`config.mk`:
```
export PLATFORM = sky130hd
export DESIGN_NAME = triggered_capture_endpointer
export DESIGN_NICKNAME = d
export VERILOG_FILES = /design/src/hw/rtl/tce_pkg.sv /design/src/hw/rtl/triggered_capture_endpointer.sv /design/src/hw/rtl/tce_cfg_regs.sv /design/src/hw/rtl/tce_capture.sv /design/src/hw/rtl/tce_out_stage.sv
export SDC_FILE = /design/constraint.sdc
export NUM_CORES = 1
export LEC_CHECK = 0
export BUFFER_PORTS_ARGS = -buffer_cell sky130_fd_sc_hd__buf_4
export CORE_UTILIZATION = 64
export DETAILED_ROUTE_END_ITERATION = 8
export PLACE_DENSITY = 0.95
export SYNTH_ARGS = -nofsm -noshare
export SYNTH_HDL_FRONTEND = slang
export SYNTH_SLANG_ARGS = --single-unit
```
`constraint.sdc`:
```
create_clock -name clk -period 8.7 [get_ports clk]
set_input_delay 0.435 -clock clk [delete_from_list [all_inputs] [get_ports clk]]
set_output_delay 0.435 -clock clk [all_outputs]
set_load 0.005 [all_outputs]
```
`src/hw/rtl/tce_pkg.sv`:
```
`timescale 1ns / 1ps

package tce_pkg;

    // longest recording in samples
    localparam int MAX_RECORD = 16384;

    // field widths fixed by the interface
    localparam int SAMPLE_W  = 16;
    localparam int IDX_W     = 14;
    localparam int RECLEN_W  = 15;
    localparam int CFG_IDX_W = 2;
    localparam int CFG_W     = 16;

    // internal counter and length widths
    localparam int CNT_W = $clog2(MAX_RECORD);
    localparam int LEN_W = (CNT_W + 1 > RECLEN_W) ? CNT_W + 1 : RECLEN_W;

    // configuration register indexes
    localparam logic [CFG_IDX_W-1:0] CFG_START_THRESHOLD = 2'd0;
    localparam logic [CFG_IDX_W-1:0] CFG_END_THRESHOLD   = 2'd1;
    localparam logic [CFG_IDX_W-1:0] CFG_RECORD_LENGTH   = 2'd2;

    // reset values of the configuration registers
    localparam logic signed [SAMPLE_W-1:0] START_THRESHOLD_RST = 16'sd15000;
    localparam logic signed [SAMPLE_W-1:0] END_THRESHOLD_RST   = 16'sd14000;
    localparam logic [RECLEN_W-1:0]        RECORD_LENGTH_RST   = 15'd10000;

    typedef struct packed {
        logic signed [SAMPLE_W-1:0] start_threshold;
        logic signed [SAMPLE_W-1:0] end_threshold;
        logic [RECLEN_W-1:0]        record_length;
    } cfg_t;

    typedef struct packed {
        logic [IDX_W-1:0]           record_index;
        logic signed [SAMPLE_W-1:0] recorded_value;
        logic                       last;
        logic                       end_found;
        logic [IDX_W-1:0]           end_index;
        logic [SAMPLE_W-1:0]        peak_magnitude;
    } result_t;

endpackage

```
`src/hw/rtl/triggered_capture_endpointer.sv`:
```
`timescale 1ns / 1ps
// channel  | direction | handshake            | payload
// ---------+-----------+----------------------+-----------------------------------------
// input    | in        | in_valid / in_stall  | sample
// result   | out       | out_valid / out_stall| record_index, recorded_value, last,
//          |           |                      | end_found, end_index, peak_magnitude
// config   | in        | cfg_we               | cfg_index, cfg_data
//
// one sample per cycle sustained while no held result is stalled; a sample
// passes through the input register and then the result register
// armed samples and the trigger sample give no result; they leave the input
// register at the next edge unless a held result is stalled
// rst_n is asynchronous active low and clears control and capture state
// a stalled result holds the result register; input stalls only when the input
// register is full and the result register holds a stalled result

module triggered_capture_endpointer (
    input  logic                                clk,
    input  logic                                rst_n,
    input  logic                                in_valid,
    output logic                                in_stall,
    input  logic signed [tce_pkg::SAMPLE_W-1:0] sample,
    input  logic                                cfg_we,
    input  logic [tce_pkg::CFG_IDX_W-1:0]       cfg_index,
    input  logic [tce_pkg::CFG_W-1:0]           cfg_data,
    output logic                                out_valid,
    input  logic                                out_stall,
    output logic [tce_pkg::IDX_W-1:0]           record_index,
    output logic signed [tce_pkg::SAMPLE_W-1:0] recorded_value,
    output logic                                last,
    output logic                                end_found,
    output logic [tce_pkg::IDX_W-1:0]           end_index,
    output logic [tce_pkg::SAMPLE_W-1:0]        peak_magnitude
);
    import tce_pkg::*;

    cfg_t    cfg;
    result_t res;
    result_t out_res;
    logic    res_valid;
    logic    res_take;

    // configuration registers
    tce_cfg_regs u_cfg (
        .clk       (clk),
        .rst_n     (rst_n),
        .cfg_we    (cfg_we),
        .cfg_index (cfg_index),
        .cfg_data  (cfg_data),
        .cfg       (cfg)
    );

    // input register and capture logic
    tce_capture u_capture (
        .clk       (clk),
        .rst_n     (rst_n),
        .cfg       (cfg),
        .in_valid  (in_valid),
        .in_stall  (in_stall),
        .sample    (sample),
        .res_take  (res_take),
        .res_valid (res_valid),
        .res       (res)
    );

    // result register
    tce_out_stage u_out (
        .clk       (clk),
        .rst_n     (rst_n),
        .res_valid (res_valid),
        .res       (res),
        .res_take  (res_take),
        .out_valid (out_valid),
        .out_stall (out_stall),
        .out_res   (out_res)
    );

    assign record_index   = out_res.record_index;
    assign recorded_value = out_res.recorded_value;
    assign last           = out_res.last;
    assign end_found      = out_res.end_found;
    assign end_index      = out_res.end_index;
    assign peak_magnitude = out_res.peak_magnitude;

`ifndef SYNTH
    // summary fields stay zero before the final sample
    a_summary_zero: assert property (@(posedge clk) disable iff (!rst_n)
        (out_valid && !last) |-> (!end_found && end_index == '0 && peak_magnitude == '0))
        else $error("summary fields set on a non-final sample");

    // no end sample means index zero
    a_no_end_index: assert property (@(posedge clk) disable iff (!rst_n)
        (out_valid && last && !end_found) |-> (end_index == '0))
        else $error("end index set without an end sample");

    // peak never exceeds the magnitude of the most negative sample
    a_peak_range: assert property (@(posedge clk) disable iff (!rst_n)
        out_valid |-> (peak_magnitude <= 16'd32768))
        else $error("peak magnitude out of range");

    // input stalls only while the result register is blocked
    a_stall_cause: assert property (@(posedge clk) disable iff (!rst_n)
        in_stall |-> (out_valid && out_stall))
        else $error("input stalled with result register free");
`endif

endmodule

```
`src/hw/rtl/tce_cfg_regs.sv`:
```
`timescale 1ns / 1ps

module tce_cfg_regs (
    input  logic                           clk,
    input  logic                           rst_n,
    input  logic                           cfg_we,
    input  logic [tce_pkg::CFG_IDX_W-1:0]  cfg_index,
    input  logic [tce_pkg::CFG_W-1:0]      cfg_data,
    output tce_pkg::cfg_t                  cfg
);
    import tce_pkg::*;

    cfg_t cfg_reg;
    cfg_t cfg_next;

    // register decode, unknown indexes are ignored
    always_comb
    begin
        cfg_next = cfg_reg;
        if (cfg_we)
        begin
            unique case (cfg_index)
                CFG_START_THRESHOLD: cfg_next.start_threshold = cfg_data;
                CFG_END_THRESHOLD:   cfg_next.end_threshold   = cfg_data;
                CFG_RECORD_LENGTH:   cfg_next.record_length   = cfg_data[RECLEN_W-1:0];
                default:             cfg_next = cfg_reg;
            endcase
        end
    end

    always_ff @(posedge clk or negedge rst_n)
    begin
        if (!rst_n)
        begin
            cfg_reg.start_threshold <= START_THRESHOLD_RST;
            cfg_reg.end_threshold   <= END_THRESHOLD_RST;
            cfg_reg.record_length   <= RECORD_LENGTH_RST;
        end
        else
        begin
            cfg_reg <= cfg_next;
        end
    end

    assign cfg = cfg_reg;

endmodule

```
`src/hw/rtl/tce_capture.sv`:
```
`timescale 1ns / 1ps

module tce_capture (
    input  logic                               clk,
    input  logic                               rst_n,
    input  tce_pkg::cfg_t                      cfg,
    input  logic                               in_valid,
    output logic                               in_stall,
    input  logic signed [tce_pkg::SAMPLE_W-1:0] sample,
    input  logic                               res_take,
    output logic                               res_valid,
    output tce_pkg::result_t                   res
);
    import tce_pkg::*;

    // input register
    logic                       s1_valid_reg;
    logic                       s1_valid_next;
    logic signed [SAMPLE_W-1:0] s1_sample_reg;

    // capture state
    logic                       recording_reg;
    logic                       recording_next;
    logic [CNT_W-1:0]           count_reg;
    logic [CNT_W-1:0]           count_next;
    logic signed [SAMPLE_W-1:0] high_reg;
    logic signed [SAMPLE_W-1:0] high_next;
    logic signed [SAMPLE_W-1:0] low_reg;
    logic signed [SAMPLE_W-1:0] low_next;
    logic [CNT_W-1:0]           endpos_reg;
    logic [CNT_W-1:0]           endpos_next;
    logic                       endseen_reg;
    logic                       endseen_next;

    logic                       advance;
    logic                       accept;
    logic [LEN_W-1:0]           len_raw;
    logic [LEN_W-1:0]           len_eff;
    logic [LEN_W-1:0]           idx_ext;
    logic [LEN_W-1:0]           endpos_ext;
    logic                       is_last;
    logic                       end_hit;
    logic signed [SAMPLE_W:0]   neg_low;
    logic signed [SAMPLE_W:0]   high_ext;
    logic signed [SAMPLE_W:0]   peak;

    // handshake: the held sample moves on when the result side can take it
    assign advance  = s1_valid_reg && res_take;
    assign in_stall = s1_valid_reg && !res_take;
    assign accept   = in_valid && !in_stall;

    always_comb
    begin
        s1_valid_next = s1_valid_reg;
        if (accept)
        begin
            s1_valid_next = 1'b1;
        end
        else if (advance)
        begin
            s1_valid_next = 1'b0;
        end
    end

    always_ff @(posedge clk or negedge rst_n)
    begin
        if (!rst_n)
        begin
            s1_valid_reg <= 1'b0;
        end
        else
        begin
            s1_valid_reg <= s1_valid_next;
        end
    end

    always_ff @(posedge clk)
    begin
        if (accept)
        begin
            s1_sample_reg <= sample;
        end
    end

    // effective length: zero acts as one, clamp at the maximum
    assign len_raw = LEN_W'(cfg.record_length);
    always_comb
    begin
        priority if (len_raw == '0)
        begin
            len_eff = LEN_W'(1);
        end
        else if (len_raw > LEN_W'(MAX_RECORD))
        begin
            len_eff = LEN_W'(MAX_RECORD);
        end
        else
        begin
            len_eff = len_raw;
        end
    end

    assign idx_ext = LEN_W'(count_reg);
    assign is_last = (idx_ext + LEN_W'(1)) >= len_eff;
    assign end_hit = s1_sample_reg >= cfg.end_threshold;

    // next capture state
    always_comb
    begin
        recording_next = recording_reg;
        count_next     = count_reg;
        high_next      = high_reg;
        low_next       = low_reg;
        endpos_next    = endpos_reg;
        endseen_next   = endseen_reg;
        if (advance)
        begin
            if (!recording_reg)
            begin
                if (s1_sample_reg >= cfg.start_threshold)
                begin
                    recording_next = 1'b1;
                    count_next     = '0;
                    high_next      = '0;
                    low_next       = '0;
                    endpos_next    = '0;
                    endseen_next   = 1'b0;
                end
            end
            else
            begin
                if (s1_sample_reg > high_reg)
                begin
                    high_next = s1_sample_reg;
                end
                if (s1_sample_reg < low_reg)
                begin
                    low_next = s1_sample_reg;
                end
                if (end_hit)
                begin
                    endpos_next  = count_reg;
                    endseen_next = 1'b1;
                end
                if (is_last)
                begin
                    recording_next = 1'b0;
                end
                else
                begin
                    count_next = count_reg + CNT_W'(1);
                end
            end
        end
    end

    always_ff @(posedge clk or negedge rst_n)
    begin
        if (!rst_n)
        begin
            recording_reg <= 1'b0;
            count_reg     <= '0;
            high_reg      <= '0;
            low_reg       <= '0;
            endpos_reg    <= '0;
            endseen_reg   <= 1'b0;
        end
        else
        begin
            recording_reg <= recording_next;
            count_reg     <= count_next;
            high_reg      <= high_next;
            low_reg       <= low_next;
            endpos_reg    <= endpos_next;
            endseen_reg   <= endseen_next;
        end
    end

    // peak magnitude over the whole recording, this sample included
    assign neg_low  = -{low_next[SAMPLE_W-1], low_next};
    assign high_ext = {high_next[SAMPLE_W-1], high_next};
    assign peak     = (neg_low > high_ext) ? neg_low : high_ext;

    assign endpos_ext = LEN_W'(endpos_next);

    // result item
    assign res_valid = advance && recording_reg;
    always_comb
    begin
        res.record_index   = idx_ext[IDX_W-1:0];
        res.recorded_value = s1_sample_reg;
        res.last           = is_last;
        res.end_found      = 1'b0;
        res.end_index      = '0;
        res.peak_magnitude = '0;
        if (is_last)
        begin
            res.end_found      = endseen_next;
            res.end_index      = endseen_next ? endpos_ext[IDX_W-1:0] : '0;
            res.peak_magnitude = peak[SAMPLE_W-1:0];
        end
    end

endmodule

```
`src/hw/rtl/tce_out_stage.sv`:
```
`timescale 1ns / 1ps

module tce_out_stage (
    input  logic             clk,
    input  logic             rst_n,
    input  logic             res_valid,
    input  tce_pkg::result_t res,
    output logic             res_take,
    output logic             out_valid,
    input  logic             out_stall,
    output tce_pkg::result_t out_res
);
    import tce_pkg::*;

    logic    out_valid_reg;
    logic    out_valid_next;
    result_t out_res_reg;

    // the register can load when empty or when its transfer completes
    assign res_take = !out_valid_reg || !out_stall;

    always_comb
    begin
        out_valid_next = out_valid_reg;
        if (res_take)
        begin
            out_valid_next = res_valid;
        end
    end

    always_ff @(posedge clk or negedge rst_n)
    begin
        if (!rst_n)
        begin
            out_valid_reg <= 1'b0;
        end
        else
        begin
            out_valid_reg <= out_valid_next;
        end
    end

    always_ff @(posedge clk)
    begin
        if (res_take && res_valid)
        begin
            out_res_reg <= res;
        end
    end

    assign out_valid = out_valid_reg;
    assign out_res   = out_res_reg;

endmodule
```
==> Yosys cells after proc, flatten, opt, wreduce, memory -nomap -nowiden <==
Cells that the tools add are included.
{ "totals": {"inputBits": 39, "out_inout_bits": 64, "wordCells": 77, "ff_bits": 189} }
{ "classes": {"magnitude_cmp": 7, "n_addsub": 3, "n_eq_ne": 3, "n_mux": 27, "reduce_logical": 19} }
{ "op_table": {"columns": ["cell", "n"], "rows": [
  ["2-to-1 mux 16 bit", 9],
  ["2-to-1 mux 14 bit", 7],
  [">= comparator 16 bit", 2],
  ["2-to-1 mux 15 bit", 2],
  ["> comparator 17 x 16 -> 1 bit", 1],
  ["negator 17 bit", 1],
  ["> comparator 16 bit", 1],
  ["< comparator 16 bit", 1],
  ["adder 14 x 1 -> 15 bit (second input constant)", 1],
  [">= comparator 15 bit", 1],
  ["> comparator 15 bit (second input constant)", 1],
  ["logical NOT 15 bit", 1],
  ["adder 14 x 1 -> 14 bit (second input constant)", 1],
  ["2-to-1 mux 1 bit", 9],
  ["AND reduction 2 bit", 4],
  ["logical AND 1 bit", 5],
  ["logical NOT 1 bit", 4],
  ["nonzero test 2 bit", 2],
  ["AND reduction 3 bit", 1],
  ["equality test 2 x 1 -> 1 bit (second input constant)", 1],
  ["equality test 2 bit (second input constant)", 1],
  ["logical NOT 2 bit", 1],
  ["!= test 2 bit (second input constant)", 1],
  ["logical OR 1 bit", 1]
]} }

==> Depth between registers and ports, before layout <==
{ "logic_depth": {"ltp_word": 7, "mapped_depth": 27} }

==> Hierarchy <==
Synthesis repeated with hierarchy kept, for this count alone.
{ "hier_totals": {"hier_cells": 927, "hier_area_um2": 10233.6} }
{ "by_module_without_submodules": {"columns": ["module", "n_inst", "cells_each", "area_each_um2"], "rows": [
  ["tce_capture", 1, 761, 6517.5],
  ["tce_out_stage", 1, 66, 1909.3],
  ["tce_cfg_regs", 1, 100, 1806.7]
]} }

==> Worst setup path after synthesis <==
Ideal clock, no wire load.
{ "synth_timing": {"kind": "register to register", "from": "reg u_capture.s1_sample_reg[1]", "to": "reg u_out.out_res_reg (netlist bit u_out.out_res[2]) (data pin)", "arrival_time_ns": 5.600, "setup_slack_ns": 2.954, "setup_time_ns": 0.146, "required_time_ns": 8.554, "stages_incl_launch_ff": 27, "cell_sequence": "edfxtp_1 > ha_1 > nor2b_1 > o211ai_1 > a2111o_1 > and4_4 > or4_4 > buf_6 > and2_4 > buf_6 > clkbuf_1 > a22oi_1 > ha_1 > o21ai_0 > a211oi_2 > nand2_1 > xnor2_1 > inv_1 > ha_1 > a2111oi_0 > o21ai_0 > o221ai_1 > a21oi_1 > a21o_1 > clkbuf_1 > or2_2 > a21oi_1"} }
{ "synth_via": {"elab_chain_len": 7} }
{ "synth_lines": {"columns": ["element", "line", "text"], "rows": [
  ["start: declaration", "tce_capture.sv:19", "logic signed [SAMPLE_W-1:0] s1_sample_reg;"],
  ["start signal: assignment", "tce_capture.sv:81", "s1_sample_reg <= sample;"],
  [">= comparator 16 bit / < comparator 16 bit (equally long branches)", "tce_capture.sv:120, tce_capture.sv:136", null],
  ["2-to-1 mux 16 bit (on tied branches)", "tce_capture.sv:120, tce_capture.sv:136", null],
  ["2-to-1 mux 16 bit", "tce_capture.sv:118", "if (!recording_reg)"],
  ["2-to-1 mux 16 bit", "tce_capture.sv:116", "if (advance)"],
  ["negator 17 bit", "tce_capture.sv:180", "assign neg_low = -{low_next[SAMPLE_W-1], low_next};"],
  ["> comparator 17 x 16 -> 1 bit", "tce_capture.sv:182", "assign peak = (neg_low > high_ext) ? neg_low : high_ext;"],
  ["2-to-1 mux 16 bit *", "tce_capture.sv:182", null],
  ["end signal: assignment", "tce_out_stage.sv:47", "out_res_reg <= res;"],
  ["end: declaration", "tce_out_stage.sv:17", "result_t out_res_reg;"]
]} }
Every way passes the cells marked *; elsewhere a longest branch is shown, timed or not.
A chain may end at the register's enable or synchronous reset.

==> Final worst setup path <==
{ "layout_timing": {"from": "reg u_capture.s1_sample_reg[15]", "to": "reg u_out.out_res_reg (netlist bit u_out.out_res[12]) (data pin)"} }
Same word-level chain as after synthesis.

==> results_dict.tcl <==
set metrics [dict create \
    critPathKind "flip-flop to flip-flop" \
    routed_wl_um 26000 \
    portBuffers 102 \
    rsz0062_at_grt "false" \
    fin_ws_ps 1590 \
    syn_area_um2 10000 \
    finalSetupViolCount 0 \
    path_buf_inv 1 \
    slew_headroom 0.221 \
    maxCapViolations 0 \
    rrSetupSlack_ps 1590 \
    cts.root.buffer_cell "clkbuf_16" \
    yosys_warnings 0 \
    clkTransAtPathRegs_ps 70 \
    synth_area_leader_cell "edfxtp_1" \
    cts_buffers 17 \
    wl_per_cell_um 21.1 \
    final_util 0.763 \
    setup_tns_ps 0 \
    p_per_area_nw_per_um2 333 \
    required_ps 8860 \
    antenna_found_initial 0 \
    yosysSeqAreaShare 0.513 \
    cts_sinks 189 \
    dieArea_um2 16200 \
    pre_cts_slack_ps 2170 \
    critPathTopFamily "compound AO/OA/AOI/OAI gates" \
    die_y_um 127 \
    synth.area.top_cells "edfxtp_1 (23%), dfrtp_1 (23%), ha_1 (12%)" \
    yosys_most_used_dff "dfrtp_1" \
    grt_pass1_wl_um 41300 \
    dp_hpwl_um 18200 \
    slew_violations 0 \
    drive_gt1_frac 0.203 \
    critPathLaunchType "flip-flop" \
    dieWidth_um 127 \
    slowest_stage "edfxtp_1" \
    crit_arrival_ps 7280 \
    cp_max_fo 29 \
    tightest_slew_ps 1170 \
    rows 45 \
    p_leak_nw 5.23 \
    initial_core_util 0.657 \
    ir_drop_uv 268 \
    post-route-drc-count 0 \
    cts_buffer_depth 2 \
    placed_area_um2 11000 \
    dr.first_iter.drc_count 983 \
    viasPerCell 6.34 \
    critPathMaxStageDelay_ps 560 \
    skew_ps 10.1 \
    boundaryPins 103 \
    crit_chain "ha_1 > nand4_1 > nor4_1 > nor3b_1 > and4_4 > or4_4 > and2_4 > a22oi_1 > ha_1 > o21ai_0 > a211oi_2 > nand2_1 > xnor2_1 > inv_1 > ha_1 > a2111oi_0 > o21ai_0 > o221ai_1 > a21oi_1 > a21o_1 > o21ai_0 > a21oi_1" \
    hold_viol_final 0 \
    largest_reg_flops 62 \
    ys_seq_elements 189 \
    grt.overflow.total 0 \
    fmax_ghz 0.141 \
    gp_congestion 0.946 \
    synth-edff-count 78 \
    drtPass1Iterations 8 \
    final_cells 1233 \
    fin_area_um2 11600 \
    min_period_ps 7110 \
    grt_pass1_vias 7925 \
    status "finished clean" \
    postSynthAreaPerCell_um2 11.1 \
    cts_tree "done" \
    syn_to_final_growth_pct 16.1 \
    syn_inst 904 \
    ant_nets 0 \
    insertion_delay_ps 440 \
    ctsResizeCount 0 \
    cp-end-kind "flip-flop" \
    cts-htree-levels 4 \
    vias 7814 \
    syn_nets 1040 \
    finalCritPeriodShare 0.818 \
    netlist.area_leader.share 0.234 \
    worst_hold_slack_ps 167 \
    design.core.area_um2 15300 \
    cts_setup_buffers 0 \
    power.total_mw 3.87 \
    placed_cells 1200 \
    grt_use_total 0.338 \
    diodes 0 \
    hp-class "input port to flip-flop" \
    grt_max_degree 78 \
    synth-async-reset-ratio 0.587 \
    synth_cell_types 56 \
    nets 1145 \
]
==> path summary, 6_finish.rpt <==
| kind | startpoint | end | cells after the start |
|---|---|---|---|
| max | u_capture.s1_sample_reg[15]$_DFFE_PP_ | u_out.out_res[12]$_SDFFCE_PP0P_ | 22 |
| min | sample[3] | u_capture.s1_sample_reg[3]$_DFFE_PP_ | 1 |
| max reg2reg | u_capture.s1_sample_reg[15]$_DFFE_PP_ | u_out.out_res[12]$_SDFFCE_PP0P_ | 22 |
| min reg2reg | u_capture.count_reg[13]$_DFFE_PN0P_ | u_out.out_res[61]$_DFFE_PP_ | 0 |
| max in group asynchronous | rst_n | u_cfg.cfg[1]$_DFFE_PN0P_ | 3 |
| min in group asynchronous | rst_n | u_capture.low_reg[4]$_DFF_PN0_ | 2 |
==> cell type report <==
type / count / area, µm²
Timing Repair Buffer: 111 / 836
Sequential cell: 189 / 5140
Multi-Input combinational cell: 564 / 4320
Fill cell: 912 / 3620
Clock buffer: 18 / 439
Clock inverter: 14 / 169
Inverter: 126 / 473
Tap cell: 211 / 264
==> where the power goes <==
group          internal, mW  total, mW  switching, mW
Clock                 0.420      0.799          0.379
Combinational         0.688       1.76           1.07
Sequential             1.17       1.32          0.150
Total                  2.27       3.87           1.60
==> Yosys cell counts, drive strengths merged, types with 2 or more instances <==
master   number
a21o         11
or3           3
buf           2
o21a          9
a21oi        38
and3          4
nand2b        5
dfrtp        92
a22o         25
o221ai        2
nand4        20
a2111oi       7
mux2         32
xor2          4
o211ai        3
a22oi        16
nand3        19
a31oi         3
ha           97
or2           2
a211o         3
a211oi       10
or4           2
nand3b        2
nor2         23
and2          6
inv         126
o211a         3
nor3b         3
o21ai        51
edfxtp       78
nand2        71
nor2b        21
mux2i        18
xnor2        22
dfstp        19
clkbuf       23
a2111o        2
nor3         11
nor4          7
==> repair_timing <==
item / CTS / global route
hold buffers: 1 / 0
hold endpoints to repair: 33 / 0
endpoints found under the setup margin: 0 / 0
==> worst reg2reg max path, stage by stage (launching register included) <==
cell and delay (ps):
edfxtp_1 560, ha_1 420, nand4_1 200, nor4_1 380
nor3b_1 100, and4_4 210, or4_4 560, and2_4 270
a22oi_1 350, ha_1 290, o21ai_0 130, a211oi_2 460
nand2_1 130, xnor2_1 290, inv_1 90, ha_1 320
a2111oi_0 440, o21ai_0 210, o221ai_1 240, a21oi_1 120
a21o_1 510, o21ai_0 440, a21oi_1 90
==> routing by layer <==
| metal | up-vias | wire length, µm | GRT usage |
|---|---|---|---|
| met5 | - | 0 | 0 |
| met4 | 0 | 1020 | 0.158 |
| met3 | 103 | 2540 | 0.0729 |
| met2 | 514 | 11800 | 0.522 |
| met1 | 3757 | 10700 | 0.461 |
| li1 | 3440 | - | - |
==> cell usage in the layout (no fill, tap or decap), types with 3 or more instances in the layout <==
cell,instances
nor2b_1,21
nand2b_1,5
o21ai_1,3
a211oi_1,8
edfxtp_1,78
a211o_1,3
a21o_1,11
xnor2_1,22
buf_4,110
nand3_1,19
dfrtp_1,92
clkbuf_16,17
a31oi_1,3
o21ai_0,48
o21a_1,9
a2111oi_0,4
nand4_1,20
and3_1,4
o211a_1,3
a21oi_1,37
xor2_1,4
ha_1,97
a22oi_1,16
and2_1,5
nor4_1,7
nor2_1,23
a22o_1,25
inv_1,125
mux2_2,32
dfstp_2,19
or3_1,3
o211ai_1,3
nor3_1,11
nand2_1,71
mux2i_1,18
inv_8,6
==> cell families (layout without fill, tap and decap cells) <==
kind of cell,count (synthesis),count (layout),share of synthesized area
XOR/XNOR,26,26,0.0227
buffers and inverters,151,269,0.0580
flip-flops,189,189,0.513
AND/OR/NAND/NOR,201,201,0.101
multiplexers,50,50,0.0539
AO/OA/AOI/OAI,190,190,0.130
adder cells (fa/ha/maj),97,97,0.121
(Power assumes the default switching activity.)
